<file path="src/hdl/hmpe_pkg.sv">
// Shared types and constants for the haptic motor pulse envelope.
`default_nettype none
package hmpe_pkg;

    localparam int QUEUE_DEPTH = 3;

    // Request op codes (carried on tuser)
    localparam logic [2:0] OP_TICK      = 3'd0;
    localparam logic [2:0] OP_REQUEST   = 3'd1;
    localparam logic [2:0] OP_DECAY     = 3'd2;
    localparam logic [2:0] OP_SLIP      = 3'd3;
    localparam logic [2:0] OP_SUBMERGED = 3'd4;
    localparam logic [2:0] OP_CANCEL    = 3'd5;

    // Motor command codes
    localparam logic [1:0] CMD_NONE  = 2'd0;
    localparam logic [1:0] CMD_START = 2'd1;
    localparam logic [1:0] CMD_STOP  = 2'd2;

    // Event kinds
    localparam logic [1:0] KIND_NONE   = 2'd0;
    localparam logic [1:0] KIND_STRONG = 2'd1;
    localparam logic [1:0] KIND_WEAK   = 2'd2;

    // Configuration register indexes
    localparam logic [1:0] CFG_STRONG_THRESHOLD = 2'd0;
    localparam logic [1:0] CFG_FAULT_LIMIT      = 2'd1;
    localparam logic [1:0] CFG_RETRY_PERIOD     = 2'd2;

    localparam logic [7:0] STRONG_THRESHOLD_RST = 8'd70;
    localparam logic [5:0] FAULT_LIMIT_RST      = 6'd30;
    localparam logic [7:0] RETRY_PERIOD_RST     = 8'd60;

    localparam logic [2:0]  KICK_TICKS       = 3'd4;
    localparam logic [2:0]  SLIP_FULL        = 3'd7;
    localparam logic [2:0]  SLIP_MIN         = 3'd4;
    localparam logic [2:0]  SLIP_HOLD        = 3'd5;
    localparam logic [2:0]  SLIP_PULSE       = 3'd2;
    localparam logic [2:0]  SUBMERGED_PERIOD = 3'd4;
    localparam logic [5:0]  FAULT_MAX        = 6'd63;
    localparam logic [16:0] ACCUM_SPEND      = 17'h00100;
    localparam logic [16:0] ACCUM_BIAS       = 17'd4;
    localparam logic [15:0] IDLE_LIMIT       = 16'd4;

    // Tick counter remainder: radix-2 digits, several per cycle
    localparam int TICK_W        = 32;
    localparam int DIV_BITS      = 4;
    localparam int DIV_STEPS     = TICK_W / DIV_BITS;
    localparam int DIV_CNT_W     = $clog2(DIV_STEPS);
    localparam logic [DIV_CNT_W-1:0] DIV_LAST = DIV_CNT_W'(DIV_STEPS - 1);

    typedef struct packed {
        logic [1:0]  kind;
        logic [14:0] ticks;
        logic [7:0]  level;
        logic [7:0]  decay;
    } slot_t;

    typedef struct packed {
        logic capture;
        logic load;
        logic div_step;
        logic mul_sq;
        logic mul_cube;
        logic finish;
    } dp_cmd_t;

    typedef struct packed {
        logic div_last;
    } dp_status_t;

endpackage
`default_nettype wire

</file>
<file path="src/hdl/hmpe_ctrl.sv">
// Sequencer for one request: a tick runs load, remainder digits, cube multiply, commit; other ops commit directly.
`default_nettype none
module hmpe_ctrl (
    input  wire logic                clk,
    input  wire logic                rst_n,
    input  wire logic                s_tvalid,
    input  wire logic [2:0]          s_tuser,
    output logic                     s_tready,
    output logic                     m_tvalid,
    input  wire logic                m_tready,
    input  wire hmpe_pkg::dp_status_t status,
    output hmpe_pkg::dp_cmd_t        cmd
);

    typedef enum logic [2:0] {
        S_IDLE,
        S_LOAD,
        S_DIV,
        S_MUL_SQ,
        S_MUL_CUBE,
        S_FINISH
    } state_t;

    state_t state_reg;
    logic   ready_reg;
    logic   valid_reg;
    logic   accept;
    logic   out_free;

    assign s_tready = ready_reg;
    assign m_tvalid = valid_reg;
    assign accept   = s_tvalid && ready_reg;
    assign out_free = !valid_reg || m_tready;

    always_comb
    begin
        cmd          = '0;
        cmd.capture  = accept;
        cmd.load     = (state_reg == S_LOAD);
        cmd.div_step = (state_reg == S_DIV);
        cmd.mul_sq   = (state_reg == S_MUL_SQ);
        cmd.mul_cube = (state_reg == S_MUL_CUBE);
        cmd.finish   = (state_reg == S_FINISH) && out_free;
    end

    always_ff @(posedge clk or negedge rst_n)
    begin
        if (!rst_n)
        begin
            state_reg <= S_IDLE;
            ready_reg <= 1'b1;
            valid_reg <= 1'b0;
        end
        else
        begin
            if (cmd.finish)
            begin
                valid_reg <= 1'b1;
            end
            else if (m_tready)
            begin
                valid_reg <= 1'b0;
            end
            unique case (state_reg)
                S_IDLE:
                begin
                    if (accept)
                    begin
                        ready_reg <= 1'b0;
                        state_reg <= (s_tuser == hmpe_pkg::OP_TICK) ? S_LOAD : S_FINISH;
                    end
                end
                S_LOAD:
                begin
                    state_reg <= S_DIV;
                end
                S_DIV:
                begin
                    if (status.div_last)
                    begin
                        state_reg <= S_MUL_SQ;
                    end
                end
                S_MUL_SQ:
                begin
                    state_reg <= S_MUL_CUBE;
                end
                S_MUL_CUBE:
                begin
                    state_reg <= S_FINISH;
                end
                S_FINISH:
                begin
                    // hold until the output register can take the result
                    if (out_free)
                    begin
                        ready_reg <= 1'b1;
                        state_reg <= S_IDLE;
                    end
                end
                default:
                begin
                    state_reg <= S_IDLE;
                end
            endcase
        end
    end

endmodule
`default_nettype wire

</file>
<file path="src/hdl/hmpe_dp.sv">
// Datapath: queue, envelope state, fault tracking, remainder and cube units.
`default_nettype none
module hmpe_dp (
    input  wire logic                clk,
    input  wire logic                rst_n,
    input  wire hmpe_pkg::dp_cmd_t   cmd,
    output hmpe_pkg::dp_status_t     status,
    input  wire logic [2:0]          in_op,
    input  wire logic [14:0]         in_duration,
    input  wire logic [7:0]          in_intensity,
    input  wire logic [7:0]          in_decay_step,
    input  wire logic [2:0]          in_vibrate_period,
    input  wire logic                in_resetting,
    input  wire logic                in_motor_fault,
    input  wire logic                in_probe_ok,
    input  wire logic                cfg_write,
    input  wire logic [1:0]          cfg_index,
    input  wire logic [7:0]          cfg_data,
    output logic [7:0]               out_data
);

    localparam int QD = hmpe_pkg::QUEUE_DEPTH;
    localparam int TW = hmpe_pkg::TICK_W;
    localparam int DB = hmpe_pkg::DIV_BITS;
    localparam int CW = hmpe_pkg::DIV_CNT_W;

    // configuration
    logic [7:0] strong_threshold_reg;
    logic [5:0] fault_limit_reg;
    logic [7:0] retry_period_reg;

    // captured request
    logic [2:0]  op_reg;
    logic [14:0] duration_reg;
    logic [7:0]  intensity_reg;
    logic [7:0]  decay_step_reg;
    logic [2:0]  vibrate_period_reg;
    logic        resetting_reg;
    logic        motor_fault_reg;
    logic        probe_ok_reg;

    // envelope state
    hmpe_pkg::slot_t queue_reg [QD];
    hmpe_pkg::slot_t queue_next [QD];
    logic [2:0]  kick_left_reg, kick_left_next;
    logic [1:0]  event_kind_reg, event_kind_next;
    logic [14:0] ticks_left_reg, ticks_left_next;
    logic [7:0]  cur_level_reg, cur_level_next;
    logic [7:0]  cur_decay_reg, cur_decay_next;
    logic [16:0] pulse_accum_reg, pulse_accum_next;
    logic [2:0]  slip_left_reg, slip_left_next;
    logic [2:0]  pulse_period_reg, pulse_period_next;
    logic        enabled_reg, enabled_next;
    logic [5:0]  fault_count_reg, fault_count_next;
    logic [TW-1:0] tick_count_reg, tick_count_next;

    // remainder unit
    logic [TW-1:0] div_sh_reg;
    logic [CW-1:0] div_cnt_reg;
    logic [7:0]    rem_a_reg, rem_a_step;
    logic [2:0]    rem_b_reg, rem_b_step;
    logic [7:0]    div_pa;
    logic [2:0]    div_pb;
    logic [8:0]    div_ta;
    logic [3:0]    div_tb;

    // cube unit
    logic [7:0]  level_dec;
    logic [15:0] sq_reg;
    logic [23:0] cube_reg;
    logic [16:0] accum_add;

    // commit
    logic [1:0]  req_cmd;
    logic [1:0]  motor_cmd;
    logic [5:0]  fault_issued;
    logic [15:0] busy_sum;
    logic        any_valid;
    logic        all_idle;
    logic [7:0]  out_data_reg;

    assign out_data        = out_data_reg;
    assign status.div_last = (div_cnt_reg == hmpe_pkg::DIV_LAST);

    assign level_dec = (cur_level_reg > cur_decay_reg) ? cur_level_reg - cur_decay_reg : 8'd0;
    assign accum_add = pulse_accum_reg + {2'b00, cube_reg[23:9]} + hmpe_pkg::ACCUM_BIAS;

    assign div_pa = (retry_period_reg == 8'd0) ? 8'd1 : retry_period_reg;
    assign div_pb = (pulse_period_reg == 3'd0) ? 3'd1 : pulse_period_reg;

    // restoring remainder, several dividend bits per cycle, MSB first
    always_comb
    begin
        rem_a_step = rem_a_reg;
        rem_b_step = rem_b_reg;
        div_ta     = '0;
        div_tb     = '0;
        for (int k = 0; k < DB; k++)
        begin
            div_ta = {rem_a_step, div_sh_reg[TW-1-k]};
            if (div_ta >= {1'b0, div_pa})
            begin
                div_ta = div_ta - {1'b0, div_pa};
            end
            rem_a_step = div_ta[7:0];
            div_tb = {rem_b_step, div_sh_reg[TW-1-k]};
            if (div_tb >= {1'b0, div_pb})
            begin
                div_tb = div_tb - {1'b0, div_pb};
            end
            rem_b_step = div_tb[2:0];
        end
    end

    always_comb
    begin
        queue_next        = queue_reg;
        kick_left_next    = kick_left_reg;
        event_kind_next   = event_kind_reg;
        ticks_left_next   = ticks_left_reg;
        cur_level_next    = cur_level_reg;
        cur_decay_next    = cur_decay_reg;
        pulse_accum_next  = pulse_accum_reg;
        slip_left_next    = slip_left_reg;
        pulse_period_next = pulse_period_reg;
        enabled_next      = enabled_reg;
        fault_count_next  = fault_count_reg;
        tick_count_next   = tick_count_reg;
        req_cmd           = hmpe_pkg::CMD_STOP;
        motor_cmd         = hmpe_pkg::CMD_NONE;
        fault_issued      = fault_count_reg;

        if (cmd.load)
        begin
            // take the head slot as the current event if it holds one, then advance the queue
            if (queue_reg[0].kind != hmpe_pkg::KIND_NONE)
            begin
                pulse_accum_next = '0;
                kick_left_next   = hmpe_pkg::KICK_TICKS;
                event_kind_next  = queue_reg[0].kind;
                ticks_left_next  = queue_reg[0].ticks;
                cur_level_next   = queue_reg[0].level;
                cur_decay_next   = queue_reg[0].decay;
            end
            for (int i = 0; i < QD - 1; i++)
            begin
                queue_next[i] = queue_reg[i+1];
            end
            queue_next[QD-1].kind = hmpe_pkg::KIND_NONE;
        end
        else if (cmd.finish)
        begin
            unique case (op_reg)
                hmpe_pkg::OP_TICK:
                begin
                    if (!resetting_reg)
                    begin
                        if (kick_left_reg != 3'd0)
                        begin
                            kick_left_next = kick_left_reg - 3'd1;
                            req_cmd = hmpe_pkg::CMD_START;
                        end
                        else if (ticks_left_reg != 15'd0)
                        begin
                            ticks_left_next = ticks_left_reg - 15'd1;
                            cur_level_next  = level_dec;
                            if (event_kind_reg == hmpe_pkg::KIND_STRONG)
                            begin
                                req_cmd = hmpe_pkg::CMD_START;
                            end
                            else if (pulse_accum_reg >= hmpe_pkg::ACCUM_SPEND)
                            begin
                                pulse_accum_next = pulse_accum_reg - hmpe_pkg::ACCUM_SPEND;
                                req_cmd = hmpe_pkg::CMD_START;
                            end
                            else
                            begin
                                pulse_accum_next = accum_add;
                            end
                        end
                        else if (slip_left_reg >= hmpe_pkg::SLIP_HOLD)
                        begin
                            req_cmd = hmpe_pkg::CMD_START;
                        end
                        else if (slip_left_reg >= hmpe_pkg::SLIP_PULSE &&
                                 pulse_period_reg != 3'd0 && rem_b_reg == 3'd0)
                        begin
                            req_cmd = hmpe_pkg::CMD_START;
                        end
                        if (slip_left_reg != 3'd0)
                        begin
                            slip_left_next = slip_left_reg - 3'd1;
                        end
                    end
                    if (enabled_reg)
                    begin
                        motor_cmd = req_cmd;
                        if (!motor_fault_reg)
                        begin
                            fault_issued = '0;
                        end
                        else if (fault_count_reg != hmpe_pkg::FAULT_MAX)
                        begin
                            fault_issued = fault_count_reg + 6'd1;
                        end
                        fault_count_next = fault_issued;
                        if (fault_issued >= fault_limit_reg)
                        begin
                            enabled_next = 1'b0;
                        end
                    end
                    else if (rem_a_reg == 8'd0)
                    begin
                        // re-probe a disabled motor
                        enabled_next     = probe_ok_reg;
                        fault_count_next = '0;
                    end
                    tick_count_next = tick_count_reg + TW'(1);
                end
                hmpe_pkg::OP_REQUEST:
                begin
                    queue_next[QD-1].kind  = (intensity_reg > strong_threshold_reg) ?
                                             hmpe_pkg::KIND_STRONG : hmpe_pkg::KIND_WEAK;
                    queue_next[QD-1].level = intensity_reg;
                    queue_next[QD-1].ticks = duration_reg;
                    queue_next[QD-1].decay = 8'd0;
                end
                hmpe_pkg::OP_DECAY:
                begin
                    queue_next[QD-1].decay = decay_step_reg;
                end
                hmpe_pkg::OP_SLIP:
                begin
                    if (slip_left_reg == 3'd0)
                    begin
                        slip_left_next = hmpe_pkg::SLIP_FULL;
                    end
                    else if (slip_left_reg < hmpe_pkg::SLIP_MIN)
                    begin
                        slip_left_next = hmpe_pkg::SLIP_MIN;
                    end
                    if (vibrate_period_reg != 3'd0)
                    begin
                        pulse_period_next = vibrate_period_reg;
                    end
                end
                hmpe_pkg::OP_SUBMERGED:
                begin
                    slip_left_next    = hmpe_pkg::SLIP_MIN;
                    pulse_period_next = hmpe_pkg::SUBMERGED_PERIOD;
                end
                hmpe_pkg::OP_CANCEL:
                begin
                    enabled_next = probe_ok_reg;
                    if (probe_ok_reg)
                    begin
                        motor_cmd = hmpe_pkg::CMD_STOP;
                    end
                    for (int i = 0; i < QD; i++)
                    begin
                        queue_next[i].kind = hmpe_pkg::KIND_NONE;
                    end
                    ticks_left_next = '0;
                    slip_left_next  = '0;
                end
                default:
                begin
                end
            endcase
        end
    end

    always_comb
    begin
        any_valid = 1'b0;
        for (int i = 0; i < QD; i++)
        begin
            if (queue_next[i].kind != hmpe_pkg::KIND_NONE)
            begin
                any_valid = 1'b1;
            end
        end
        busy_sum = {13'd0, kick_left_next} + {1'b0, ticks_left_next};
        all_idle = (busy_sum < hmpe_pkg::IDLE_LIMIT) && !any_valid;
    end

    always_ff @(posedge clk or negedge rst_n)
    begin
        if (!rst_n)
        begin
            strong_threshold_reg <= hmpe_pkg::STRONG_THRESHOLD_RST;
            fault_limit_reg      <= hmpe_pkg::FAULT_LIMIT_RST;
            retry_period_reg     <= hmpe_pkg::RETRY_PERIOD_RST;
        end
        else if (cfg_write)
        begin
            unique case (cfg_index)
                hmpe_pkg::CFG_STRONG_THRESHOLD: strong_threshold_reg <= cfg_data;
                hmpe_pkg::CFG_FAULT_LIMIT:      fault_limit_reg      <= cfg_data[5:0];
                hmpe_pkg::CFG_RETRY_PERIOD:     retry_period_reg     <= cfg_data;
                default:
                begin
                end
            endcase
        end
    end

    always_ff @(posedge clk or negedge rst_n)
    begin
        if (!rst_n)
        begin
            for (int i = 0; i < QD; i++)
            begin
                queue_reg[i] <= '0;
            end
            kick_left_reg    <= '0;
            event_kind_reg   <= '0;
            ticks_left_reg   <= '0;
            cur_level_reg    <= '0;
            cur_decay_reg    <= '0;
            pulse_accum_reg  <= '0;
            slip_left_reg    <= '0;
            pulse_period_reg <= '0;
            enabled_reg      <= 1'b0;
            fault_count_reg  <= '0;
            tick_count_reg   <= '0;
            div_cnt_reg      <= '0;
        end
        else
        begin
            queue_reg        <= queue_next;
            kick_left_reg    <= kick_left_next;
            event_kind_reg   <= event_kind_next;
            ticks_left_reg   <= ticks_left_next;
            cur_level_reg    <= cur_level_next;
            cur_decay_reg    <= cur_decay_next;
            pulse_accum_reg  <= pulse_accum_next;
            slip_left_reg    <= slip_left_next;
            pulse_period_reg <= pulse_period_next;
            enabled_reg      <= enabled_next;
            fault_count_reg  <= fault_count_next;
            tick_count_reg   <= tick_count_next;
            if (cmd.load)
            begin
                div_cnt_reg <= '0;
            end
            else if (cmd.div_step)
            begin
                div_cnt_reg <= div_cnt_reg + CW'(1);
            end
        end
    end

    always_ff @(posedge clk)
    begin
        if (cmd.capture)
        begin
            op_reg             <= in_op;
            duration_reg       <= in_duration;
            intensity_reg      <= in_intensity;
            decay_step_reg     <= in_decay_step;
            vibrate_period_reg <= in_vibrate_period;
            resetting_reg      <= in_resetting;
            motor_fault_reg    <= in_motor_fault;
            probe_ok_reg       <= in_probe_ok;
        end
        if (cmd.load)
        begin
            div_sh_reg <= tick_count_reg;
            rem_a_reg  <= '0;
            rem_b_reg  <= '0;
        end
        else if (cmd.div_step)
        begin
            div_sh_reg <= div_sh_reg << DB;
            rem_a_reg  <= rem_a_step;
            rem_b_reg  <= rem_b_step;
        end
        if (cmd.mul_sq)
        begin
            sq_reg <= level_dec * level_dec;
        end
        if (cmd.mul_cube)
        begin
            cube_reg <= sq_reg * level_dec;
        end
        if (cmd.finish)
        begin
            out_data_reg <= {4'd0, all_idle, enabled_next, motor_cmd};
        end
    end

endmodule
`default_nettype wire

</file>
<file path="src/hdl/haptic_motor_pulse_envelope.sv">
// Top level of the haptic motor pulse envelope: ports, field unpacking, checks.
//
//  channel   | handshake             | payload
//  ----------+-----------------------+---------------------------------------
//  request   | s_tvalid / s_tready   | s_tuser op, s_tdata request fields
//  result    | m_tvalid / m_tready   | m_tdata motor_cmd, enabled, idle
//  config    | cfg_valid / cfg_ready | cfg_index, cfg_data
//
// A tick request runs load, the 4-bit-per-cycle remainder unit on the 32-bit
// tick counter, two multiply stages for the cube, commit. Every other op goes
// straight from accept to commit. Ready returns with the result, so the next
// request waits for the commit, which holds while an earlier result still
// waits and m_tready stays low. Reset clears control, config and envelope state,
// not the captured request or result; config writes are accepted in every cycle.
`default_nettype none
module haptic_motor_pulse_envelope (
    input  wire logic        clk,
    input  wire logic        rst_n,
    input  wire logic        s_tvalid,
    output logic             s_tready,
    // [14:0] duration, [22:15] intensity, [30:23] decay_step,
    // [33:31] vibrate_period, [34] resetting, [35] motor_fault, [36] probe_ok
    input  wire logic [39:0] s_tdata,
    // [2:0] op
    input  wire logic [2:0]  s_tuser,
    output logic             m_tvalid,
    input  wire logic        m_tready,
    // [1:0] motor_cmd, [2] motor_enabled, [3] all_idle
    output logic [7:0]       m_tdata,
    input  wire logic        cfg_valid,
    output logic             cfg_ready,
    input  wire logic [1:0]  cfg_index,
    input  wire logic [7:0]  cfg_data
);

    hmpe_pkg::dp_cmd_t    dp_cmd;
    hmpe_pkg::dp_status_t dp_status;

    assign cfg_ready = 1'b1;

    hmpe_ctrl u_ctrl (
        .clk      (clk),
        .rst_n    (rst_n),
        .s_tvalid (s_tvalid),
        .s_tuser  (s_tuser),
        .s_tready (s_tready),
        .m_tvalid (m_tvalid),
        .m_tready (m_tready),
        .status   (dp_status),
        .cmd      (dp_cmd)
    );

    hmpe_dp u_dp (
        .clk               (clk),
        .rst_n             (rst_n),
        .cmd               (dp_cmd),
        .status            (dp_status),
        .in_op             (s_tuser),
        .in_duration       (s_tdata[14:0]),
        .in_intensity      (s_tdata[22:15]),
        .in_decay_step     (s_tdata[30:23]),
        .in_vibrate_period (s_tdata[33:31]),
        .in_resetting      (s_tdata[34]),
        .in_motor_fault    (s_tdata[35]),
        .in_probe_ok       (s_tdata[36]),
        .cfg_write         (cfg_valid && cfg_ready),
        .cfg_index         (cfg_index),
        .cfg_data          (cfg_data),
        .out_data          (m_tdata)
    );

`ifndef NO_ASSERTIONS
    // one request at a time: ready drops right after an accept
    assert property (@(posedge clk) disable iff (!rst_n)
        (s_tvalid && s_tready) |=> !s_tready)
        else $error("request accepted while another is in progress");

    // a commit always presents its result
    assert property (@(posedge clk) disable iff (!rst_n)
        dp_cmd.finish |=> m_tvalid)
        else $error("commit without result valid");

    // a result appears only from a commit
    assert property (@(posedge clk) disable iff (!rst_n)
        $rose(m_tvalid) |-> $past(dp_cmd.finish))
        else $error("result valid without commit");
`endif

endmodule
`default_nettype wire

</file>
<file path="config.mk">
export PLATFORM = sky130hd
export DESIGN_NAME = haptic_motor_pulse_envelope
export DESIGN_NICKNAME = d
export VERILOG_FILES = /design/src/hdl/hmpe_pkg.sv /design/src/hdl/hmpe_ctrl.sv /design/src/hdl/hmpe_dp.sv /design/src/hdl/haptic_motor_pulse_envelope.sv
export SDC_FILE = /design/constraint.sdc
export NUM_CORES = 1
export LEC_CHECK = 0
export ABC_CLOCK_PERIOD_IN_PS = 8100
export BUFFER_PORTS_ARGS = -buffer_cell sky130_fd_sc_hd__buf_2
export CORE_MARGIN = 4
export CORE_UTILIZATION = 34
export DETAILED_ROUTE_END_ITERATION = 12
export PLACE_DENSITY = 0.52
export SYNTH_ARGS = -nofsm -noshare
export SYNTH_HDL_FRONTEND = slang
export SYNTH_SLANG_ARGS = --single-unit
</file>
<file path="constraint.sdc">
create_clock -name clk -period 8.1 [get_ports clk]
set_clock_uncertainty 0.2 [all_clocks]
set_input_delay 0.81 -clock clk [delete_from_list [all_inputs] [get_ports clk]]
set_output_delay 0.81 -clock clk [all_outputs]
set_load 0.01 [all_outputs]
</file>
==> impl_metrics.csv, run 1 <==
group,metric,value,unit
outcome,status,"complete, no violations",
drt,via_per_inst,4.987,
clock_network,numClockSinks,344,
final_layout,drive_above_1_share,13.72,%
logic_synthesis,yosys_register_bits,344,
final_layout,utilization,39.33,%
global_routing,grt_pass1_wl,91060,µm
worst_hold_path,hold_class,"input port to asynchronous set/reset pin",
drt,vias,16940,
logic_synthesis,avgSynthCellArea,9.729,µm²
critical_path,path_max_fanout,7,
sta,worst_pin_slew,1325,ps
die,fp.coreArea,67280,µm²
sta,fmax,124.0,MHz
critical_path,cpPeakStageDelay,540,ps
logic_synthesis,synth_cell_types,91,
drt,antenna_left,0,
logic_synthesis,synthXorXnorAreaFrac,3.789,%
critical_path,r2r_cells,35,
global_routing,antenna_found_initial,2,
final_layout,largest_reg_flops,99,
placement,finalWeightedCongestion,0.8382,
logic_synthesis,ys_seq_area_share,39.36,%
sta,tns,0,ps
drt,drt_first_pass_iters,5,
die,io-pin-count,69,
logic_synthesis,async_flop_share,65.99,%
logic_synthesis,syn-cell-area,23120,µm²
critical_path,start_kind,"flop",
die,die_w,268.8,µm
clock_network,cts_max_level,2,
logic_synthesis,synth-edff-count,106,
critical_path,critical_path.endpoint_type,"flop",
logic_synthesis,netlist_instances,2376,
drt,drcViolationCount,0,
clock_network,clk_pin_slew_worst_paths,60,ps
logic_synthesis,synth.area.mux_share,3.832,%
die,die_h,268.8,µm
logic_synthesis,synthSimpleGateAreaFrac,18.67,%
clock_network,cts_buffer_depth,3,
final_layout,area_growth,14.47,%
drt,wl_per_cell,16.19,µm
critical_path,reg2reg_from,"u_dp.retry_period_reg[3]$_DFFE_PN1P_",
final_layout,stdcell_area,26460,µm²
placement,postPlaceCellArea,24790,µm²
sta,relSlewSlack,11.25,%
die,start_util,34.36,%
sta,layout_setup_ws,38.48,ps
logic_synthesis,synth-compound-area-share,9.407,%
die,rows,95,
logic_synthesis,synth_top_family_by_area,"adder cells",
critical_path,cp.arrival,8290,ps
sta,min_period,8062,ps
logic_synthesis,synth_top_flop_cell,"dfrtp_1",
sta,slew_viol_final,0,
placement,pre_cts_slack,8.916,ps
drt,drt_iter0_drc,905,
sta,rsz0062_at_grt,"yes",
placement,dpl.hpwl,40730,µm
sta,setup_violations,0,
clock_network,insertion_delay,560,ps
critical_path,r2r_end,"u_dp.rem_a_reg[5]$_SDFFE_PP0P_",
logic_synthesis,synth_adder_area_share,19.96,%
sta,fin_crit_sh,99.52,%
placement,io_buffer_count,60,
global_routing,grt_max_degree,122,
clock_network,cts_buffers,41,
drt,drt_wl_total,55000,µm
critical_path,worstSetupPathType,"flop to flop",
critical_path,cp.required,8330,ps
sta,hold_viol_final,0,
critical_path,rrSetupSlack,40,ps
clock_network,root_buffer,"clkbuf_16",
job,cap_violations,0,
die,die-area,72230,µm²
clock_network,cts_tree,"yes",
global_routing,grt_usage,15.55,%
final_layout,layout.nets,2847,
global_routing,overflow,0,
critical_path,slowest_stage,"dfstp_2",
logic_synthesis,yosysWarnings,0,
global_routing,grt_pass1_vias,17500,
-- synthesized netlist by cell type, types with 12 or more instances --
library cell	number	share of area (%)
nor3_1	37	0.80
a21oi_1	67	1.5
fa_1	118	10
xor2_1	29	1.1
o21a_1	18	0.58
nand3_1	49	1.1
xnor2_1	71	2.7
and2_1	66	1.8
edfxtp_1	106	14
or3_1	18	0.49
and3_1	17	0.46
mux2i_1	23	1.0
inv_1	209	3.4
nor2_1	99	1.6
clkbuf_1	56	0.91
o21ai_0	96	2.1
nor4_1	23	0.62
a21o_1	21	0.68
dfstp_2	12	1.4
nand4_1	23	0.62
nand2b_1	12	0.32
ha_1	180	9.7
nor2b_1	23	0.62
mux2_2	57	2.8
dfrtp_1	215	23
nand2_1	524	8.5
-- kinds of logic after synthesis --
logic type	after synthesis
xor+xnor	100
flops	344
fa+ha+maj	298
mux	81
other cells	2
compound gates	320
simple gates	941
buf+inv	290
-- critical path, delay by kind of cell (launching register included) --
family	cells	cell delay, ps
AO/OA/AOI/OAI	15	2890
AND/OR/NAND/NOR	7	1410
adder cells (fa/ha/maj)	4	1160
multiplexers	4	1090
buffers and inverters	5	630
flip-flops	1	540
-- what timing repair did --
| item | in CTS | in global routing |
|---|---|---|
| setup endpoints to repair | 8 | 8 |
| cloned | 0 | 0 |
| pin swaps | 2 | 32 |
| hold buffers | 0 | 0 |
| buffers inserted | 3 | 11 |
| resized for setup | 1 | 36 |
| endpoints found under the hold margin | 0 | 0 |
-- final cells by class --
type / count / area [µm²]
diodes: 1 / 2.502
fillers: 6681 / 40810
multi-input cells: 1752 / 13180
flip-flops and latches: 344 / 9099
clock buffers: 57 / 1136
well taps: 873 / 1092
repair buffers: 142 / 937.1
clock inverters: 17 / 232.7
inverters: 210 / 788.3
-- worst max path at each step --
stage,start,to,slack (ps),cells past startpoint
final,u_dp.retry_period_reg[3]$_DFFE_PN1P_,u_dp.rem_a_reg[5]$_SDFFE_PP0P_,40,35
after global routing,u_dp.retry_period_reg[5]$_DFFE_PN1P_,u_dp.rem_a_reg[5]$_SDFFE_PP0P_,-310,37
after CTS,u_dp.retry_period_reg[2]$_DFFE_PN1P_,u_dp.rem_a_reg[3]$_SDFFE_PP0P_,1,35
after detailed placement,u_dp.retry_period_reg[1]$_DFFE_PN0P_,u_dp.rem_a_reg[3]$_SDFFE_PP0P_,9,35
after global placement,u_dp.retry_period_reg[1]$_DFFE_PN0P_,u_dp.rem_a_reg[3]$_SDFFE_PP0P_,70,36
after floorplan,u_dp.retry_period_reg[4]$_DFFE_PN1P_,u_dp.rem_a_reg[5]$_SDFFE_PP0P_,10,38
-- per-layer routing --
layer,up-vias,share of wire [%],track usage [%]
met3,82,3.3,1.606
met1,8332,47,21.42
met4,0,2.5,4.507
met2,259,47,26.19
li1,8262,-,-
met5,-,0,0
-- through the flow --
step / hold slack [ps] / instances
3_5_place_dp: 249.2 / 3308
2_1_floorplan: 234.8 / 2386
6_report: 181.4 / 3396
5_1_grt: 200.7 / 3395
4_1_cts: 177.8 / 3385
3_3_place_gp: 245.1 / 3308
-- layout by cell type, fill, tap and decap left out, drive strengths merged, types with 7 or more instances in the layout --
cell type  Yosys  routed
nand2        524     524
dfrtp        215     215
inv          210     212
ha           180     180
buf           23     142
fa           118     118
edfxtp       106     106
nor2          99      99
o21ai         96      96
xnor2         71      71
and2          68      68
a21oi         68      68
mux2          57      57
clkbuf        56      57
nand3         50      50
nor3          37      37
xor2          29      29
mux2i         24      24
nand4         23      23
nor4          23      23
nor2b         23      23
a21o          21      21
or3           19      19
o21a          18      18
and3          17      17
o211ai        13      13
nand2b        12      12
conb           2      12
dfstp         12      12
a31oi         12      12
dfxtp         11      11
o31ai         10      10
o21bai        10      10
nor3b         10      10
clkinv         0       8
a211oi         7       7
Power of run 1 is left out: the tool's default activity adds up to more than one toggle a clock period on the data nets, which glitch-free logic cannot reach.
==> run 2, diff against run 1 <==
CAP_MARGIN = 20   (was unset)
SYNTH_HIERARCHICAL = 1   (was unset)
==> run 2 against run 1 <==
Fmax increased by 4.1%. Die area decreased by 0.75%. First-iteration DRC count increased by 12%. Cell area increased by 0.95%. Worst hold slack got worse by 150 ps. Synthesized area decreased by 0.77%. Final cell count decreased by 4.8%. Non-clock buffer count increased by 33. Synthesized cell count decreased by 8.5%. Register-to-register slack improved by 310 ps.
==> impl_metrics.csv, run 2 <==
group,metric,value,unit
final_layout,final_common_cell,"inv_1",
drt,drt_first_pass_iters,5,
drt,antenna_left,0,
placement,dpl.hpwl,39510,µm
critical_path,reg2reg_from,"u_dp/retry_period_reg[3]$_DFFE_PN1P_",
sta,tns,0,ps
sta,setup_violations,0,
drt,via_per_inst,4.989,
logic_synthesis,async_flop_share,65.99,%
logic_synthesis,synth-compound-area-share,9.437,%
drt,drt_iter0_drc,1013,
logic_synthesis,synthXorXnorAreaFrac,3.818,%
final_layout,largest_reg_flops,99,
placement,postPlaceCellArea,24930,µm²
critical_path,r2r_end,"u_dp/rem_a_reg[3]$_SDFFE_PP0P_",
logic_synthesis,synth.most_common_cell,"inv_1",
final_layout,stdcell_area,26710,µm²
final_layout,area_growth,16.46,%
logic_synthesis,netlist_instances,2173,
drt,wl_per_cell,16.54,µm
clock_network,cts_tree,"yes",
logic_synthesis,synth_cell_types,87,
global_routing,overflow,0,
drt,drt_wl_total,53480,µm
clock_network,cts_buffer_depth,3,
final_layout,final_cell_mix,"219 x inv_1, 215 x dfrtp_1, 203 x nand2_1, 176 x ha_1, 138 x mux2_2",
sta,hold_viol_final,0,
critical_path,cpPeakStageDelay,520,ps
placement,finalWeightedCongestion,0.8706,
critical_path,path_max_fanout,8,
placement,io_buffer_count,60,
outcome,status,"complete, no violations",
logic_synthesis,synth_top_flop_cell,"dfrtp_1",
worst_hold_path,hold_class,"input port to asynchronous set/reset pin",
critical_path,worstSetupPathType,"flop to flop",
clock_network,numClockSinks,344,
die,fp.coreArea,66330,µm²
critical_path,rrSetupSlack,350,ps
power_and_ir_drop,pwr_density_cell,221.8,nW/µm²
final_layout,utilization,40.27,%
sta,fin_crit_sh,95.64,%
sta,worst_pin_slew,890.8,ps
logic_synthesis,syn-cell-area,22940,µm²
critical_path,critical_path.endpoint_type,"flop",
critical_path,r2r_cells,36,
placement,placed_cells,3145,
critical_path,cpMostUsedCell,"a21oi_2",
final_layout,fin_cells,3234,
clock_network,insertion_delay,560,ps
logic_synthesis,synth_top_cells_by_count,"219 x inv_1, 215 x dfrtp_1, 203 x nand2_1, 180 x ha_1, 139 x mux2_2",
logic_synthesis,avgSynthCellArea,10.56,µm²
logic_synthesis,yosys_register_bits,344,
sta,fmax,129.1,MHz
sta,hold_slack,28.22,ps
clock_network,postCtsHoldBufs,0,
critical_path,cp.required,8330,ps
die,io-pin-count,69,
logic_synthesis,synth.area.mux_share,8.089,%
die,start_util,34.58,%
logic_synthesis,synthSimpleGateAreaFrac,14.02,%
die,rows,94,
clock_network,cts_buffers,43,
sta,relSlewSlack,40.35,%
power_and_ir_drop,vdd_drop_max,0.0002779,V
clock_network,cts_max_level,2,
logic_synthesis,synth_top_family_by_area,"adder cells",
drt,vias,16140,
global_routing,grt_max_degree,144,
sta,min_period,7747,ps
global_routing,grt_pass1_wl,88160,µm
clock_network,clk_pin_slew_worst_paths,60,ps
power_and_ir_drop,leakagePower,12.20,nW
critical_path,start_kind,"flop",
global_routing,grt_usage,15.03,%
final_layout,layout.nets,2692,
die,die_h,267.7,µm
final_layout,antennaDiodeCount,0,
drt,drcViolationCount,0,
logic_synthesis,synth-edff-count,106,
final_layout,fillCellCount,6496,
job,cap_violations,0,
global_routing,grt_pass1_vias,16780,
sta,slew_viol_final,0,
critical_path,slowest_stage,"dfstp_2",
global_routing,antenna_found_initial,1,
logic_synthesis,synth_top_area_share,23.45,%
critical_path,cp.arrival,7980,ps
logic_synthesis,yosysWarnings,6,
logic_synthesis,ys_seq_area_share,39.67,%
logic_synthesis,synth_adder_area_share,20.12,%
die,die_w,267.7,µm
die,die-area,71680,µm²
clock_network,root_buffer,"clkbuf_16",
final_layout,drive_above_1_share,19.62,%
logic_synthesis,synthTopCellsByArea,"dfrtp_1 23%, edfxtp_1 14%, fa_1 10%",
sta,rsz0062_at_grt,"yes",
logic_synthesis,synth.largest_area_cell,"dfrtp_1",
==> run 2: routing by layer <==
layer  vias to the layer above  global-route usage, %  wire, µm
met5                         -                      0        13
met4                         2                  4.090      1209
met3                        85                  2.353      1936
met2                       267                  24.28     24510
met1                      7949                  21.19     25810
li1                       7832                      -         -
==> run 2: timing repair <==
item                       4_1_cts  5_1_grt
setup buffers                    0        7
setup endpoints to repair        8        9
resized for setup               10       29
pin swaps                        2       15
==> run 2: cells by family (layout without fill, tap and decap cells) <==
family	Yosys count	count (layout)
simple gates	648	648
fa+ha+maj	298	298
flops	344	344
other cells	3	12
mux	168	168
xor+xnor	100	100
compound gates	327	327
buf+inv	285	473
==> run 2: power breakdown <==
group	internal, mW	switching [mW]
sequential	1.82	0.0110
clock	1.20	0.798
combinational	1.04	1.06
==> run 2: worst max path at each step <==
stage / startpoint / to / slack, ps
global placement: u_dp/retry_period_reg[5]$_DFFE_PN1P_ / u_dp/rem_a_reg[2]$_SDFFE_PP0P_ / -320
global route: u_dp/retry_period_reg[3]$_DFFE_PN1P_ / u_dp/rem_a_reg[6]$_SDFFE_PP0P_ / -50
CTS: u_dp/retry_period_reg[5]$_DFFE_PN1P_ / u_dp/rem_a_reg[6]$_SDFFE_PP0P_ / 50
floorplan: u_dp/retry_period_reg[5]$_DFFE_PN1P_ / u_dp/rem_a_reg[0]$_SDFFE_PP0P_ / 30
finish: u_dp/retry_period_reg[3]$_DFFE_PN1P_ / u_dp/rem_a_reg[3]$_SDFFE_PP0P_ / 350
detailed placement: u_dp/retry_period_reg[5]$_DFFE_PN1P_ / u_dp/rem_a_reg[6]$_SDFFE_PP0P_ / -420
==> run 2: per-stage QoR <==
step | setup slack (ps) | total power, mW
after floorplan | 30.94 | 3.004
after global placement | -320.7 | 3.788
after detailed placement | -422.0 | 3.781
after CTS | 48.73 | 5.867
after global routing | -47.95 | 6.271
final | 353.1 | 5.925
==> run 2: worst max-delay path, delay by kind of cell, from the launching register on <==
kind | cells | cell delay (ps)
AOI/OAI and AO/OA | 19 | 3320
adders and majority gates | 4 | 1050
buffers and inverters | 6 | 790
DFF | 1 | 520
muxes | 3 | 930
and+or+nand+nor | 4 | 790
==> run 2: layout make-up <==
type	count	area, µm²	area share (%)
clock buffer	48	1156	4.328
clock inverter	31	327.8	1.227
inverter	219	822.0	3.077
multi-input combinational	1553	13010	48.70
sequential	344	9099	34.06
tap	864	1081	4.047
timing repair buffer	175	1219	4.562
Note: power is estimated with default switching activity, not from simulation.
